===== src/design/pingpong_frame_sequencer_top_macros.svh =====
// Assertion macros shared by the frame sequencer modules.
// Included by pfs_div and pfs_seq; no other dependencies.
`ifndef PINGPONG_FRAME_SEQUENCER_TOP_MACROS_SVH
`define PINGPONG_FRAME_SEQUENCER_TOP_MACROS_SVH
`ifndef SYNTHESIS
// Same-cycle implication: ante |-> cons
`define PFS_ASSERT_IMPL(name, c, r, ante, cons, msg) \
    name: assert property (@(posedge c) disable iff (!r) (ante) |-> (cons)) \
        else $error(msg);
// Next-cycle implication: ante |=> cons
`define PFS_ASSERT_NEXT(name, c, r, ante, cons, msg) \
    name: assert property (@(posedge c) disable iff (!r) (ante) |=> (cons)) \
        else $error(msg);
`else
`define PFS_ASSERT_IMPL(name, c, r, ante, cons, msg)
`define PFS_ASSERT_NEXT(name, c, r, ante, cons, msg)
`endif
`endif


===== src/design/pfs_pkg.sv =====
// Shared types, register codes and constants for the frame sequencer.
// No dependencies; used by every module of the block.
package pfs_pkg;

    localparam int MAX_FRAMES = 256;
    localparam int FRAME_CAP  = (MAX_FRAMES > 256) ? 256 : MAX_FRAMES;

    localparam int CFG_IDX_W  = 4;
    localparam int CFG_DATA_W = 36;
    localparam int DIV_W      = 32;
    localparam int DSR_W      = 12;
    localparam int CNT_W      = 6;

    localparam logic [14:0] PERCENT_SCALE = 15'd100;
    localparam logic [CNT_W-1:0] PCT_ITERS  = 6'd15;
    localparam logic [CNT_W-1:0] WORD_ITERS = 6'd32;

    typedef enum logic [CFG_IDX_W-1:0] {
        CFG_FRAME_COUNT      = 4'd0,
        CFG_PHASE_DELAYS     = 4'd1,
        CFG_PHASE_THRESHOLDS = 4'd2,
        CFG_PEAK_PAUSE_MIN   = 4'd3,
        CFG_PEAK_PAUSE_MAX   = 4'd4,
        CFG_REST_PAUSE_MIN   = 4'd5,
        CFG_REST_PAUSE_MAX   = 4'd6,
        CFG_JITTER_SPAN      = 4'd7
    } cfg_reg_t;

    typedef struct packed {
        logic [7:0]  last_frame;
        logic [11:0] d_start;
        logic [11:0] d_mid;
        logic [11:0] d_end;
        logic [6:0]  t_start;
        logic [6:0]  t_end;
        logic [11:0] peak_min;
        logic [11:0] peak_max;
        logic [11:0] rest_min;
        logic [11:0] rest_max;
        logic [7:0]  jitter_span;
    } cfg_t;

    typedef struct packed {
        logic             start;
        logic [DIV_W-1:0] dividend;
        logic [DSR_W-1:0] divisor;
        logic [CNT_W-1:0] iters;
    } div_req_t;

    typedef struct packed {
        logic             busy;
        logic             done;
        logic [DIV_W-1:0] quot;
        logic [DSR_W-1:0] rem;
    } div_rsp_t;

    typedef enum logic [2:0] {
        ST_IDLE,
        ST_EVAL,
        ST_PCT,
        ST_JIT,
        ST_PAUSE,
        ST_FIN
    } pfs_state_t;

endpackage


===== src/design/pfs_cfg.sv =====
// Configuration register file and effective last-frame computation.
// Depends on pfs_pkg.
module pfs_cfg (
    input  logic                             clk,
    input  logic                             rst_n,
    input  logic                             cfg_valid,
    output logic                             cfg_ready,
    input  logic [pfs_pkg::CFG_IDX_W-1:0]    cfg_index,
    input  logic [pfs_pkg::CFG_DATA_W-1:0]   cfg_data,
    output pfs_pkg::cfg_t                    cfg
);

    localparam logic [8:0] CAP = 9'(pfs_pkg::FRAME_CAP);

    logic [8:0]  frame_count_reg, frame_count_next;
    logic [35:0] delays_reg, delays_next;
    logic [13:0] thresholds_reg, thresholds_next;
    logic [11:0] peak_min_reg, peak_min_next;
    logic [11:0] peak_max_reg, peak_max_next;
    logic [11:0] rest_min_reg, rest_min_next;
    logic [11:0] rest_max_reg, rest_max_next;
    logic [7:0]  jitter_span_reg, jitter_span_next;
    logic [8:0]  eff_count;

    assign cfg_ready = 1'b1;

    always_comb
    begin
        frame_count_next = frame_count_reg;
        delays_next      = delays_reg;
        thresholds_next  = thresholds_reg;
        peak_min_next    = peak_min_reg;
        peak_max_next    = peak_max_reg;
        rest_min_next    = rest_min_reg;
        rest_max_next    = rest_max_reg;
        jitter_span_next = jitter_span_reg;
        if (cfg_valid)
        begin
            unique case (cfg_index)
                pfs_pkg::CFG_FRAME_COUNT:      frame_count_next = cfg_data[8:0];
                pfs_pkg::CFG_PHASE_DELAYS:     delays_next      = cfg_data[35:0];
                pfs_pkg::CFG_PHASE_THRESHOLDS: thresholds_next  = cfg_data[13:0];
                pfs_pkg::CFG_PEAK_PAUSE_MIN:   peak_min_next    = cfg_data[11:0];
                pfs_pkg::CFG_PEAK_PAUSE_MAX:   peak_max_next    = cfg_data[11:0];
                pfs_pkg::CFG_REST_PAUSE_MIN:   rest_min_next    = cfg_data[11:0];
                pfs_pkg::CFG_REST_PAUSE_MAX:   rest_max_next    = cfg_data[11:0];
                pfs_pkg::CFG_JITTER_SPAN:      jitter_span_next = cfg_data[7:0];
                default: ;
            endcase
        end
    end

    always_ff @(posedge clk or negedge rst_n)
    begin
        if (!rst_n)
        begin
            frame_count_reg <= 9'd2;
            delays_reg      <= '0;
            thresholds_reg  <= '0;
            peak_min_reg    <= '0;
            peak_max_reg    <= '0;
            rest_min_reg    <= '0;
            rest_max_reg    <= '0;
            jitter_span_reg <= '0;
        end
        else
        begin
            frame_count_reg <= frame_count_next;
            delays_reg      <= delays_next;
            thresholds_reg  <= thresholds_next;
            peak_min_reg    <= peak_min_next;
            peak_max_reg    <= peak_max_next;
            rest_min_reg    <= rest_min_next;
            rest_max_reg    <= rest_max_next;
            jitter_span_reg <= jitter_span_next;
        end
    end

    // Clamp the frame count into 2..cap
    always_comb
    begin
        priority if (frame_count_reg < 9'd2)
            eff_count = 9'd2;
        else if (frame_count_reg > CAP)
            eff_count = CAP;
        else
            eff_count = frame_count_reg;
    end

    always_comb
    begin
        cfg.last_frame  = 8'(eff_count - 9'd1);
        cfg.d_start     = delays_reg[11:0];
        cfg.d_mid       = delays_reg[23:12];
        cfg.d_end       = delays_reg[35:24];
        cfg.t_start     = thresholds_reg[6:0];
        cfg.t_end       = thresholds_reg[13:7];
        cfg.peak_min    = peak_min_reg;
        cfg.peak_max    = peak_max_reg;
        cfg.rest_min    = rest_min_reg;
        cfg.rest_max    = rest_max_reg;
        cfg.jitter_span = jitter_span_reg;
    end

endmodule


===== src/design/pfs_div.sv =====
// Shared restoring divider, one quotient bit per cycle.
// Depends on pfs_pkg and the assertion macro header.
`include "pingpong_frame_sequencer_top_macros.svh"
module pfs_div (
    input  logic                clk,
    input  logic                rst_n,
    input  pfs_pkg::div_req_t   div_req,
    output pfs_pkg::div_rsp_t   div_rsp
);

    logic                       busy_reg, busy_next;
    logic                       done_reg, done_next;
    logic [pfs_pkg::CNT_W-1:0]  cnt_reg, cnt_next;
    logic [pfs_pkg::DIV_W-1:0]  dvd_reg, dvd_next;
    logic [pfs_pkg::DSR_W-1:0]  rem_reg, rem_next;
    logic [pfs_pkg::DSR_W-1:0]  dsr_reg, dsr_next;
    logic [12:0]                trial;
    logic [13:0]                diff;
    logic                       ge;

    // Shift in the next dividend bit and try the subtract
    assign trial = {rem_reg, dvd_reg[pfs_pkg::DIV_W-1]};
    assign diff  = {1'b0, trial} - {2'b00, dsr_reg};
    assign ge    = !diff[13];

    always_comb
    begin
        busy_next = busy_reg;
        done_next = 1'b0;
        cnt_next  = cnt_reg;
        dvd_next  = dvd_reg;
        rem_next  = rem_reg;
        dsr_next  = dsr_reg;
        if (busy_reg)
        begin
            dvd_next = {dvd_reg[pfs_pkg::DIV_W-2:0], ge};
            rem_next = ge ? diff[11:0] : trial[11:0];
            cnt_next = cnt_reg - 6'd1;
            if (cnt_reg == 6'd1)
            begin
                busy_next = 1'b0;
                done_next = 1'b1;
            end
        end
        else if (div_req.start)
        begin
            busy_next = 1'b1;
            cnt_next  = div_req.iters;
            dvd_next  = div_req.dividend;
            dsr_next  = div_req.divisor;
            rem_next  = '0;
        end
    end

    always_ff @(posedge clk or negedge rst_n)
    begin
        if (!rst_n)
        begin
            busy_reg <= 1'b0;
            done_reg <= 1'b0;
            cnt_reg  <= '0;
        end
        else
        begin
            busy_reg <= busy_next;
            done_reg <= done_next;
            cnt_reg  <= cnt_next;
        end
    end

    always_ff @(posedge clk)
    begin
        dvd_reg <= dvd_next;
        rem_reg <= rem_next;
        dsr_reg <= dsr_next;
    end

    assign div_rsp.busy = busy_reg;
    assign div_rsp.done = done_reg;
    assign div_rsp.quot = dvd_reg;
    assign div_rsp.rem  = rem_reg;

    `PFS_ASSERT_IMPL(a_no_start_busy, clk, rst_n, div_req.start, !busy_reg, "divider restarted while busy")
    `PFS_ASSERT_NEXT(a_done_pulse, clk, rst_n, done_reg, !done_reg, "divider done held two cycles")
    `PFS_ASSERT_NEXT(a_done_follows, clk, rst_n, busy_reg && cnt_reg == 6'd1, done_reg, "divider finished without done")

endmodule


===== src/design/pfs_seq.sv =====
// Step sequencer: holds frame state and deadline, drives the shared divider.
// Depends on pfs_pkg and the assertion macro header.
`include "pingpong_frame_sequencer_top_macros.svh"
module pfs_seq (
    input  logic                 clk,
    input  logic                 rst_n,
    input  logic                 in_valid,
    output logic                 in_ready,
    input  logic [31:0]          now_ms,
    input  logic [31:0]          jitter_random,
    input  logic [31:0]          pause_random,
    output logic                 out_valid,
    input  logic                 out_ready,
    output logic [7:0]           frame_index,
    output logic                 rising,
    output logic                 stepped,
    input  pfs_pkg::cfg_t        cfg,
    output pfs_pkg::div_req_t    div_req,
    input  pfs_pkg::div_rsp_t    div_rsp
);

    pfs_pkg::pfs_state_t state_reg, state_next;

    logic [31:0] now_reg, now_next;
    logic [31:0] jrnd_reg, jrnd_next;
    logic [31:0] prnd_reg, prnd_next;
    logic [31:0] deadline_reg, deadline_next;
    logic [7:0]  frame_reg, frame_next;
    logic        going_up_reg, going_up_next;
    logic        hit_reg, hit_next;
    logic        at_end_reg, at_end_next;
    logic [11:0] base_reg, base_next;
    logic        out_valid_reg, out_valid_next;
    logic [7:0]  out_frame_reg, out_frame_next;
    logic        out_rising_reg, out_rising_next;
    logic        out_stepped_reg, out_stepped_next;

    logic [8:0]  frame_inc;
    logic        hit;
    logic        at_end;
    logic [11:0] pause_lo;
    logic [11:0] pause_hi;
    logic [11:0] pause_range;
    logic        pause_open;
    logic [14:0] pct_prod;
    logic [14:0] pct;
    logic [11:0] base_sel;
    logic [13:0] delay_sum;
    logic [12:0] delay;
    logic [7:0]  frame_new;
    logic        going_up_new;
    logic        fin_take;

    assign frame_inc = {1'b0, frame_reg} + 9'd1;
    assign hit       = now_reg >= deadline_reg;
    assign at_end    = going_up_reg ? (frame_inc >= {1'b0, cfg.last_frame})
                                    : (frame_reg <= 8'd1);

    // Peak pause on the way up, rest pause on the way down
    assign pause_lo    = going_up_reg ? cfg.peak_min : cfg.rest_min;
    assign pause_hi    = going_up_reg ? cfg.peak_max : cfg.rest_max;
    assign pause_open  = pause_hi > pause_lo;
    assign pause_range = pause_hi - pause_lo;

    assign pct_prod = {7'b0, frame_reg} * pfs_pkg::PERCENT_SCALE;
    assign pct      = div_rsp.quot[14:0];

    always_comb
    begin
        if (going_up_reg)
        begin
            priority if (pct < {8'b0, cfg.t_start})
                base_sel = cfg.d_start;
            else if (pct < {8'b0, cfg.t_end})
                base_sel = cfg.d_mid;
            else
                base_sel = cfg.d_end;
        end
        else
        begin
            priority if (pct > {8'b0, cfg.t_end})
                base_sel = cfg.d_end;
            else if (pct > {8'b0, cfg.t_start})
                base_sel = cfg.d_mid;
            else
                base_sel = cfg.d_start;
        end
    end

    // base + (rnd mod 2v+1) - v, clamped at zero
    assign delay_sum = {2'b00, base_reg} + {5'b0, div_rsp.rem[8:0]}
                     - {6'b0, cfg.jitter_span};
    assign delay     = delay_sum[13] ? 13'd0 : delay_sum[12:0];

    always_comb
    begin
        if (going_up_reg)
        begin
            frame_new    = at_end_reg ? cfg.last_frame : frame_inc[7:0];
            going_up_new = !at_end_reg;
        end
        else
        begin
            frame_new    = (frame_reg == 8'd0) ? 8'd0 : frame_reg - 8'd1;
            going_up_new = at_end_reg;
        end
    end

    assign fin_take = !out_valid_reg || out_ready;
    assign in_ready = (state_reg == pfs_pkg::ST_IDLE);

    // Next state
    always_comb
    begin
        state_next = state_reg;
        unique case (state_reg)
            pfs_pkg::ST_IDLE:
                if (in_valid)
                    state_next = pfs_pkg::ST_EVAL;
            pfs_pkg::ST_EVAL:
                priority if (!hit)
                    state_next = pfs_pkg::ST_FIN;
                else if (at_end)
                    state_next = pause_open ? pfs_pkg::ST_PAUSE : pfs_pkg::ST_FIN;
                else
                    state_next = pfs_pkg::ST_PCT;
            pfs_pkg::ST_PCT:
                if (div_rsp.done)
                    state_next = pfs_pkg::ST_JIT;
            pfs_pkg::ST_JIT:
                if (div_rsp.done)
                    state_next = pfs_pkg::ST_FIN;
            pfs_pkg::ST_PAUSE:
                if (div_rsp.done)
                    state_next = pfs_pkg::ST_FIN;
            pfs_pkg::ST_FIN:
                if (fin_take)
                    state_next = pfs_pkg::ST_IDLE;
            default:
                state_next = pfs_pkg::ST_IDLE;
        endcase
    end

    // Datapath and divider requests
    always_comb
    begin
        now_next         = now_reg;
        jrnd_next        = jrnd_reg;
        prnd_next        = prnd_reg;
        deadline_next    = deadline_reg;
        frame_next       = frame_reg;
        going_up_next    = going_up_reg;
        hit_next         = hit_reg;
        at_end_next      = at_end_reg;
        base_next        = base_reg;
        out_valid_next   = out_valid_reg && !out_ready;
        out_frame_next   = out_frame_reg;
        out_rising_next  = out_rising_reg;
        out_stepped_next = out_stepped_reg;
        div_req          = '0;
        unique case (state_reg)
            pfs_pkg::ST_IDLE:
                if (in_valid)
                begin
                    now_next  = now_ms;
                    jrnd_next = jitter_random;
                    prnd_next = pause_random;
                end
            pfs_pkg::ST_EVAL:
            begin
                hit_next    = hit;
                at_end_next = at_end;
                if (hit)
                begin
                    if (at_end)
                    begin
                        if (pause_open)
                        begin
                            div_req.start    = 1'b1;
                            div_req.dividend = prnd_reg;
                            div_req.divisor  = pause_range;
                            div_req.iters    = pfs_pkg::WORD_ITERS;
                        end
                        else
                        begin
                            deadline_next = now_reg + {20'b0, pause_lo};
                        end
                    end
                    else
                    begin
                        div_req.start    = 1'b1;
                        div_req.dividend = {pct_prod, 17'b0};
                        div_req.divisor  = {4'b0, cfg.last_frame};
                        div_req.iters    = pfs_pkg::PCT_ITERS;
                    end
                end
            end
            pfs_pkg::ST_PCT:
                if (div_rsp.done)
                begin
                    base_next        = base_sel;
                    div_req.start    = 1'b1;
                    div_req.dividend = jrnd_reg;
                    div_req.divisor  = {3'b0, cfg.jitter_span, 1'b1};
                    div_req.iters    = pfs_pkg::WORD_ITERS;
                end
            pfs_pkg::ST_JIT:
                if (div_rsp.done)
                    deadline_next = now_reg + {19'b0, delay};
            pfs_pkg::ST_PAUSE:
                if (div_rsp.done)
                    deadline_next = now_reg + {20'b0, pause_lo} + {20'b0, div_rsp.rem};
            pfs_pkg::ST_FIN:
                if (fin_take)
                begin
                    out_valid_next   = 1'b1;
                    out_stepped_next = hit_reg;
                    if (hit_reg)
                    begin
                        frame_next      = frame_new;
                        going_up_next   = going_up_new;
                        out_frame_next  = frame_new;
                        out_rising_next = going_up_new;
                    end
                    else
                    begin
                        out_frame_next  = frame_reg;
                        out_rising_next = going_up_reg;
                    end
                end
            default: ;
        endcase
    end

    always_ff @(posedge clk or negedge rst_n)
    begin
        if (!rst_n)
        begin
            state_reg     <= pfs_pkg::ST_IDLE;
            deadline_reg  <= '0;
            frame_reg     <= '0;
            going_up_reg  <= 1'b1;
            hit_reg       <= 1'b0;
            at_end_reg    <= 1'b0;
            out_valid_reg <= 1'b0;
        end
        else
        begin
            state_reg     <= state_next;
            deadline_reg  <= deadline_next;
            frame_reg     <= frame_next;
            going_up_reg  <= going_up_next;
            hit_reg       <= hit_next;
            at_end_reg    <= at_end_next;
            out_valid_reg <= out_valid_next;
        end
    end

    always_ff @(posedge clk)
    begin
        now_reg         <= now_next;
        jrnd_reg        <= jrnd_next;
        prnd_reg        <= prnd_next;
        base_reg        <= base_next;
        out_frame_reg   <= out_frame_next;
        out_rising_reg  <= out_rising_next;
        out_stepped_reg <= out_stepped_next;
    end

    assign out_valid   = out_valid_reg;
    assign frame_index = out_frame_reg;
    assign rising      = out_rising_reg;
    assign stepped     = out_stepped_reg;

    `PFS_ASSERT_IMPL(a_div_owner, clk, rst_n, div_rsp.busy, state_reg == pfs_pkg::ST_PCT || state_reg == pfs_pkg::ST_JIT || state_reg == pfs_pkg::ST_PAUSE, "divider busy outside a divide state")
    `PFS_ASSERT_NEXT(a_reverse, clk, rst_n, state_reg == pfs_pkg::ST_FIN && fin_take && hit_reg && at_end_reg, going_up_reg == !$past(going_up_reg), "no reversal at sequence end")
    `PFS_ASSERT_NEXT(a_step_up, clk, rst_n, state_reg == pfs_pkg::ST_FIN && fin_take && hit_reg && !at_end_reg && going_up_reg, frame_reg == $past(frame_reg) + 8'd1, "rising step did not advance by one")

endmodule


===== src/design/pingpong_frame_sequencer_top.sv =====
// Top level of the ping-pong frame sequencer.
// Depends on pfs_pkg, pfs_cfg, pfs_div and pfs_seq.
//
//   channel  direction  handshake             payload
//   in       sink       in_valid / in_ready   now_ms, jitter_random, pause_random
//   out      source     out_valid / out_ready frame_index, rising, stepped
//   cfg      sink       cfg_valid / cfg_ready cfg_index, cfg_data
//
// One sample is handled at a time; in_ready is high only while the sequencer idles.
// A sample that misses the deadline needs no divide. A step inside the sequence runs
// a 15-bit progress divide, then a 32-bit jitter modulo, both on the
// one shared bit-serial divider. A step that reaches either end skips the progress
// divide and runs one 32-bit pause modulo, or none if the range is empty.
// The result sits in an output register, so a stalled out channel only holds the
// sequencer in its final state; reset clears frame 0, rising, deadline 0.
module pingpong_frame_sequencer_top (
    input  logic                             clk,
    input  logic                             rst_n,
    input  logic                             in_valid,
    output logic                             in_ready,
    input  logic [31:0]                      now_ms,
    input  logic [31:0]                      jitter_random,
    input  logic [31:0]                      pause_random,
    output logic                             out_valid,
    input  logic                             out_ready,
    output logic [7:0]                       frame_index,
    output logic                             rising,
    output logic                             stepped,
    input  logic                             cfg_valid,
    output logic                             cfg_ready,
    input  logic [pfs_pkg::CFG_IDX_W-1:0]    cfg_index,
    input  logic [pfs_pkg::CFG_DATA_W-1:0]   cfg_data
);

    // Decoded configuration; the user must hold it stable while requests are in flight, the block does not enforce it
    pfs_pkg::cfg_t     cfg;
    // Shared divider request and response
    pfs_pkg::div_req_t div_req;
    pfs_pkg::div_rsp_t div_rsp;

    // Register file; also clamps the frame count into its legal range
    pfs_cfg u_cfg (
        .clk       (clk),
        .rst_n     (rst_n),
        .cfg_valid (cfg_valid),
        .cfg_ready (cfg_ready),
        .cfg_index (cfg_index),
        .cfg_data  (cfg_data),
        .cfg       (cfg)
    );

    // One quotient bit per cycle; serves the progress percent, jitter and pause
    pfs_div u_div (
        .clk     (clk),
        .rst_n   (rst_n),
        .div_req (div_req),
        .div_rsp (div_rsp)
    );

    // Sequencer: compares against the deadline, orders the divides,
    // advance or reverse the frame, and load the output register
    pfs_seq u_seq (
        .clk           (clk),
        .rst_n         (rst_n),
        .in_valid      (in_valid),
        .in_ready      (in_ready),
        .now_ms        (now_ms),
        .jitter_random (jitter_random),
        .pause_random  (pause_random),
        .out_valid     (out_valid),
        .out_ready     (out_ready),
        .frame_index   (frame_index),
        .rising        (rising),
        .stepped       (stepped),
        .cfg           (cfg),
        .div_req       (div_req),
        .div_rsp       (div_rsp)
    );

endmodule


===== config.mk =====
export PLATFORM = sky130hd
export DESIGN_NAME = pingpong_frame_sequencer_top
export DESIGN_NICKNAME = d
export VERILOG_FILES = /design/src/design/pfs_pkg.sv /design/src/design/pfs_cfg.sv /design/src/design/pfs_div.sv /design/src/design/pfs_seq.sv /design/src/design/pingpong_frame_sequencer_top.sv
export VERILOG_INCLUDE_DIRS = /design/src /design/src/design
export SDC_FILE = /design/constraint.sdc
export NUM_CORES = 1
export LEC_CHECK = 0
export ABC_AREA = 1
export BUFFER_PORTS_ARGS = -buffer_cell sky130_fd_sc_hd__buf_4
export CAP_MARGIN = 20
export CORE_AREA = 2 2 195 273
export CTS_CLUSTER_DIAMETER = 120
export DETAILED_ROUTE_END_ITERATION = 16
export DIE_AREA = 0 0 197 275
export PLACE_DENSITY = 0.74
export SETUP_SLACK_MARGIN = 0.3
export SLEW_MARGIN = 10
export SYNTH_ARGS = -nofsm -noshare
export SYNTH_HDL_FRONTEND = slang
export SYNTH_SLANG_ARGS = --single-unit

===== constraint.sdc =====
create_clock -name clk -period 6.1 [get_ports clk]
set_input_delay 1.22 -clock clk [delete_from_list [all_inputs] [get_ports clk]]
set_output_delay 1.22 -clock clk [all_outputs]
set_load 0.1 [all_outputs]

==> flow_summary.toml, run 1 <==
[grt]
grt_pass1_vias = 19400
grt_pass1_wl_um = 102000
grt.overflow.total = 0
antenna_found_initial = 0
grt_start_max_net_pins = 164
track_usage_pct = 24.3

[cts]
clkSinkCount = 344
cts_buffers = 38
insertion_delay_ns = 0.58
cts_root_buf = "clkbuf_16"
tritoncts = "built"
cts_max_level = 2
cts.path.max_buffers = 3
clk_pin_slew_ns = 0.06

[timing]
rsz0062_at_grt = "no"
timing.final.max_slew_violations = 0
max_slew_margin_pct = 32.1
final_hold_viol_count = 0
worst-slew-pin-transition_ns = 1.02
finalSetupTns_ns = 0
fin_crit_sh_pct = 86.2
fin_crit_ns = 5.26
skew_ns = 0.0375
setup_viol = 0
fmax_mhz = 190

[power]
leakage_nw = 12.4
power_frac_seq_pct = 25.6
vdd_drop_max_uv = 273
combPwrFrac_pct = 58.6
cellPowerDensity_nw_per_um2 = 563
clock_power_share_pct = 15.8
power.total_mw = 14.8
p_int_mw = 7.57
switchingPower_mw = 7.18
sw_frac_of_total_pct = 48.7

[synth]
synth_xor_area_share_pct = 2.62
yosys.area_share.adder_pct = 10.3
ys_warn_count = 0
synth_simple_gate_area_share_pct = 25.0
synth_top_family_by_area = "simple AND/OR/NAND/NOR gates"
syn_area_per_cell_um2 = 7.93
synth_compound_area_share_pct = 12.6
synth.yosys.seq_area_share_pct = 41.1
syn_nets = 3233
yosysUniqueCellTypes = 61
syn_inst = 2909
ys_ff_latch = 344
synth_area_um2 = 23100
synth.mux.area_fraction_pct = 1.12

[hold_path]
hold_class = "in -> async"

[critical_path]
startpoint = "u_div.rem_reg[0]"
cp-end-kind = "flop"
start_kind = "flop"
crit_cells = 31
r2r_slack_ns = 0.84
slowest_stage = "edfxtp_1"
rr_endpoint = "u_seq.deadline_reg[19]"
cpPeakStageDelay_ns = 0.46
critical_path_arrival_ns = 5.69
critical_path.max_fanout = 5
crit_buf_inv = 4
cp_top_family = "compound AO/OA/AOI/OAI gates"
crit_type = "reg -> reg"
reg2reg_depth = 31
cp-endpoint = "u_seq.deadline_reg[19]"
cp.required_ns = 6.53
r2r_start = "u_div.rem_reg[0]"

[floorplanning]
rows = 99
start_util_pct = 44.6
io-pin-count = 154
core_um2 = 51800
die_w_um = 197
die_area_um2 = 54200
fp.dieH_um = 275

[cells_and_area]
antenna_cells = 0
final_cell_mix = "nand2_1 (809), inv_1 (334), o21ai_0 (230), nor2_1 (198), edfxtp_1 (174)"
layout.nets = 3372
final_common_cell = "nand2_1"
largest_register_ffs = 36
drive_above_1_share_pct = 13.0
area_growth_pct = 13.6
instances_no_fill = 3734

[detailed_routing]
drt-initial-drc-count = 1267
wirelength_um = 65300
wire_per_inst_um = 17.5
drc = 0
dr.pass1.iters = 6
ant_nets = 0
via_count = 20000
avgViaCountPerCell = 5.35

[placed_design]
dp_cells = 3658
gp_congestion = 0.988
dp_hpwl_um = 49900
numPortBuffers = 152

[run]
drv_cap = 0

[outcome]
run_status = "finished clean"
layer usage:
| metal | wire length, um | GRT usage (%) | share of wire, % |
|---|---|---|---|
| met2 | 32800 | 43.9 | 50 |
| met5 | 0 | 0 | 0 |
| met1 | 24900 | 26.6 | 38 |
| met3 | 2910 | 3.59 | 4.5 |
| met4 | 4690 | 15.8 | 7.2 |
cell type report:
cell class / count / area [um2]
fillers: 4933 / 25600
multi-input cells: 2138 / 12000
flip-flops and latches: 344 / 9480
inverters: 356 / 1340
repair buffers: 170 / 1310
clock buffers: 55 / 1130
well taps: 656 / 821
clock inverters: 15 / 140
repair_timing:
item                       4_1_cts  5_1_grt
hold buffers                     0        0
gates resized for setup          0       15
setup endpoints to repair        0       50
setup buffers                    0        4
power by group through the flow:
| stage | clock (mW) | combinational [mW] | sequential (mW) |
|---|---|---|---|
| global placement | 0 | 8.39 | 3.80 |
| floorplan | 0 | 6.24 | 3.75 |
| CTS | 2.39 | 8.48 | 3.77 |
| finish | 2.34 | 8.64 | 3.78 |
| global route | 2.49 | 9.73 | 3.84 |
| detailed placement | 0 | 8.44 | 3.81 |
logic make-up (layout without fill, tap and decap cells):
group                      count (synthesis)  after routing
DFF                                      344            344
xor gates and xnor gates                  69             69
adders and majority gates                183            183
muxes                                     23             23
buffers and inverters                    428            596
other                                      1              1
and+or+nand+nor                         1341           1342
AOI/OAI and AO/OA                        520            520
worst min-delay path by stage:
| stage | start | endpoint |
|---|---|---|
| after floorplan | u_seq.hit_reg | u_seq.stepped |
| after global placement | u_cfg.peak_min_reg[9] | u_cfg.peak_min_reg[9] |
| after detailed placement | u_cfg.peak_min_reg[5] | u_cfg.peak_min_reg[5] |
| after CTS | rst_n | u_seq.frame_reg[3] |
| after global routing | rst_n | u_seq.frame_reg[3] |
| final | rst_n | u_seq.frame_reg[3] |
metrics by stage:
step	hold WS, ns	instance area [um2]	utilization (%)	setup WS, ns
finish	0.465	26200	50.6	0.844
global route	0.449	26200	50.6	0.342
CTS	0.437	26100	50.4	0.546
detailed placement	0.466	24800	48.0	0.576
global placement	0.459	24800	48.0	0.695
floorplan	0.423	23100	-	1.07
cell usage after synthesis (all sizes together):
| cell type | count | area share, % |
|---|---|---|
| a211oi | 2 | 0.065 |
| a21boi | 5 | 0.16 |
| a21o | 9 | 0.29 |
| a21oi | 166 | 3.7 |
| a22oi | 7 | 0.23 |
| a311oi | 1 | 0.038 |
| a31o | 1 | 0.038 |
| a31oi | 7 | 0.19 |
| and3 | 1 | 0.027 |
| buf | 25 | 0.66 |
| clkbuf | 47 | 0.77 |
| clkinv | 8 | 0.13 |
| conb | 1 | 0.016 |
| dfrtp | 168 | 18 |
| dfstp | 2 | 0.23 |
| edfxtp | 174 | 23 |
| fa | 10 | 0.87 |
| ha | 173 | 9.4 |
| inv | 348 | 5.7 |
| mux2 | 22 | 1.1 |
| mux2i | 1 | 0.043 |
| nand2 | 852 | 14 |
| nand3 | 170 | 3.9 |
| nand3b | 2 | 0.065 |
| nand4 | 32 | 0.89 |
| nor2 | 230 | 4.4 |
| nor3 | 31 | 0.79 |
| nor3b | 1 | 0.054 |
| nor4 | 1 | 0.027 |
| o2111ai | 3 | 0.11 |
| o211ai | 34 | 1.1 |
| o21a | 4 | 0.14 |
| o21ai | 250 | 5.5 |
| o21bai | 7 | 0.28 |
| o221ai | 7 | 0.27 |
| o22ai | 8 | 0.22 |
| o31ai | 9 | 0.29 |
| or2 | 20 | 0.54 |
| or3 | 1 | 0.027 |
| xnor2 | 19 | 0.72 |
| xor2 | 50 | 1.9 |
No activity file was read; power rests on OpenSTA's default activity.
==> run 2: changes to the inputs <==
Settings changed: PLACE_DENSITY 0.74 to 0.6.
==> flow_summary.toml, run 2 (synthesis gave the netlist of run 1 again) <==
[floorplanning]
io-pin-count = 154
die_w_um = 197
start_util_pct = 44.6
fp.dieH_um = 275
core_um2 = 51800
rows = 99
die_area_um2 = 54200

[critical_path]
start_kind = "flop"
critical_path.max_fanout = 8
cp_top_family = "simple AND/OR/NAND/NOR gates"
cp.required_ns = 6.54
r2r_start = "u_div.rem_reg[3]"
slowest_stage = "edfxtp_1"
crit_type = "reg -> reg"
rr_endpoint = "u_seq.deadline_reg[20]"
critical_path_arrival_ns = 5.84
crit_buf_inv = 4
cp-end-kind = "flop"
reg2reg_depth = 32
r2r_slack_ns = 0.70
cpPeakStageDelay_ns = 0.47

[grt]
grt.overflow.total = 0
antenna_found_initial = 0
grt_start_max_net_pins = 148
grt_pass1_wl_um = 110000
track_usage_pct = 26.3
grt_pass1_vias = 19700

[timing]
rsz0062_at_grt = "no"
fin_crit_ns = 5.40
max_slew_margin_pct = 31.6
skew_ns = 0.0229
worst-slew-pin-transition_ns = 1.03
fin_crit_sh_pct = 88.5
final_hold_viol_count = 0
timing.final.max_slew_violations = 0
fmax_mhz = 185
finalSetupTns_ns = 0
setup_viol = 0
timing.hold.ws_ns = 0.479

[power]
cellPowerDensity_nw_per_um2 = 570
vdd_drop_max_uv = 277
leakage_nw = 12.5

[cts]
insertion_delay_ns = 0.58
cts.path.max_buffers = 3
cts_buffers = 40
cts_max_level = 2
clk_pin_slew_ns = 0.07
tritoncts = "built"
clkSinkCount = 344
cts_root_buf = "clkbuf_16"
cts_hold_buf = 0

[cells_and_area]
layout.nets = 3374
num-fill-cells = 4985
final_common_cell = "nand2_1"
largest_register_ffs = 36
final_cell_mix = "nand2_1 (809), inv_1 (334), o21ai_0 (230), nor2_1 (199), edfxtp_1 (174)"
antenna_cells = 0
area_growth_pct = 13.9
drive_above_1_share_pct = 12.8

[detailed_routing]
via_count = 20000
wire_per_inst_um = 18.9
dr.pass1.iters = 7
drc = 0
drt-initial-drc-count = 1251
avgViaCountPerCell = 5.34
wirelength_um = 70700
ant_nets = 0

[hold_path]
hold_class = "reg -> reg"
holdCritStartpoint = "u_cfg.peak_min_reg[6]"
hold_end = "u_cfg.peak_min_reg[6]"
whs_path_depth = 2

[placed_design]
dp_hpwl_um = 55100
numPortBuffers = 152
gp_congestion = 0.975

[outcome]
run_status = "finished clean"

[run]
drv_cap = 0
-- run 2: power by group --
part	switching [mW]	total (mW)	internal (mW)	leakage, nW
combinational	5.75	8.70	2.95	8.05
sequential	0.526	3.79	3.26	3.78
clock	1.03	2.49	1.46	0.652
total	7.30	15.0	7.67	12.5
-- run 2: layer usage --
layer / share of wire (%) / global-route usage, %
met1: 39 / 29.7
met3: 4.1 / 3.10
met5: 0 / 0
met4: 5.8 / 14.3
met2: 51 / 48.4
-- run 2: timing repair --
item / CTS / global route
endpoints found under the setup margin: 0 / 20
gates resized for setup: 0 / 10
setup buffers: 0 / 4
-- run 2: worst max-delay path by stage --
stage / startpoint / end / slack (ns) / cells after the start
3_3_place_gp: u_div.rem_reg[0] / u_seq.deadline_reg[27] / 0.63 / 32
4_1_cts: u_div.rem_reg[0] / u_seq.deadline_reg[27] / 0.47 / 32
6_report: u_div.rem_reg[3] / u_seq.deadline_reg[20] / 0.70 / 32
5_1_grt: u_div.rem_reg[3] / u_seq.deadline_reg[18] / 0.25 / 32
3_5_place_dp: u_div.rem_reg[0] / u_seq.deadline_reg[27] / 0.51 / 32
2_1_floorplan: u_seq.state_reg[0] / u_seq.jrnd_reg[0] / 1.07 / 5
-- run 2: worst register-to-register path, delay by kind of cell (launching register included) --
family,cells,cell delay [ns]
xor gates and xnor gates,1,0.16
buffers and inverters,4,0.43
DFF,1,0.47
AOI/OAI and AO/OA,8,1.18
adders and majority gates,3,1.12
and+or+nand+nor,16,1.91
-- run 2: through the flow --
stage | cells | cell area (um2) | util, % | worst slack, ns | total power, mW
after global routing | 3737 | 26300 | 50.8 | 0.249 | 16.3
after global placement | 3659 | 24900 | 48.0 | 0.627 | 12.3
after detailed placement | 3659 | 24900 | 48.0 | 0.509 | 12.4
after floorplan | 2909 | 23100 | - | 1.07 | 9.99
final | 3737 | 26300 | 50.8 | 0.703 | 15.0
after CTS | 3732 | 26200 | 50.6 | 0.473 | 15.0
-- run 2: cell type report --
class	instances	area, um2	area share, %
well taps	656	821	3.12
flip-flops and latches	344	9480	36.1
clock buffers	48	1050	4.00
repair buffers	171	1330	5.04
inverters	356	1340	5.08
multi-input cells	2137	12000	45.5
clock inverters	25	302	1.15
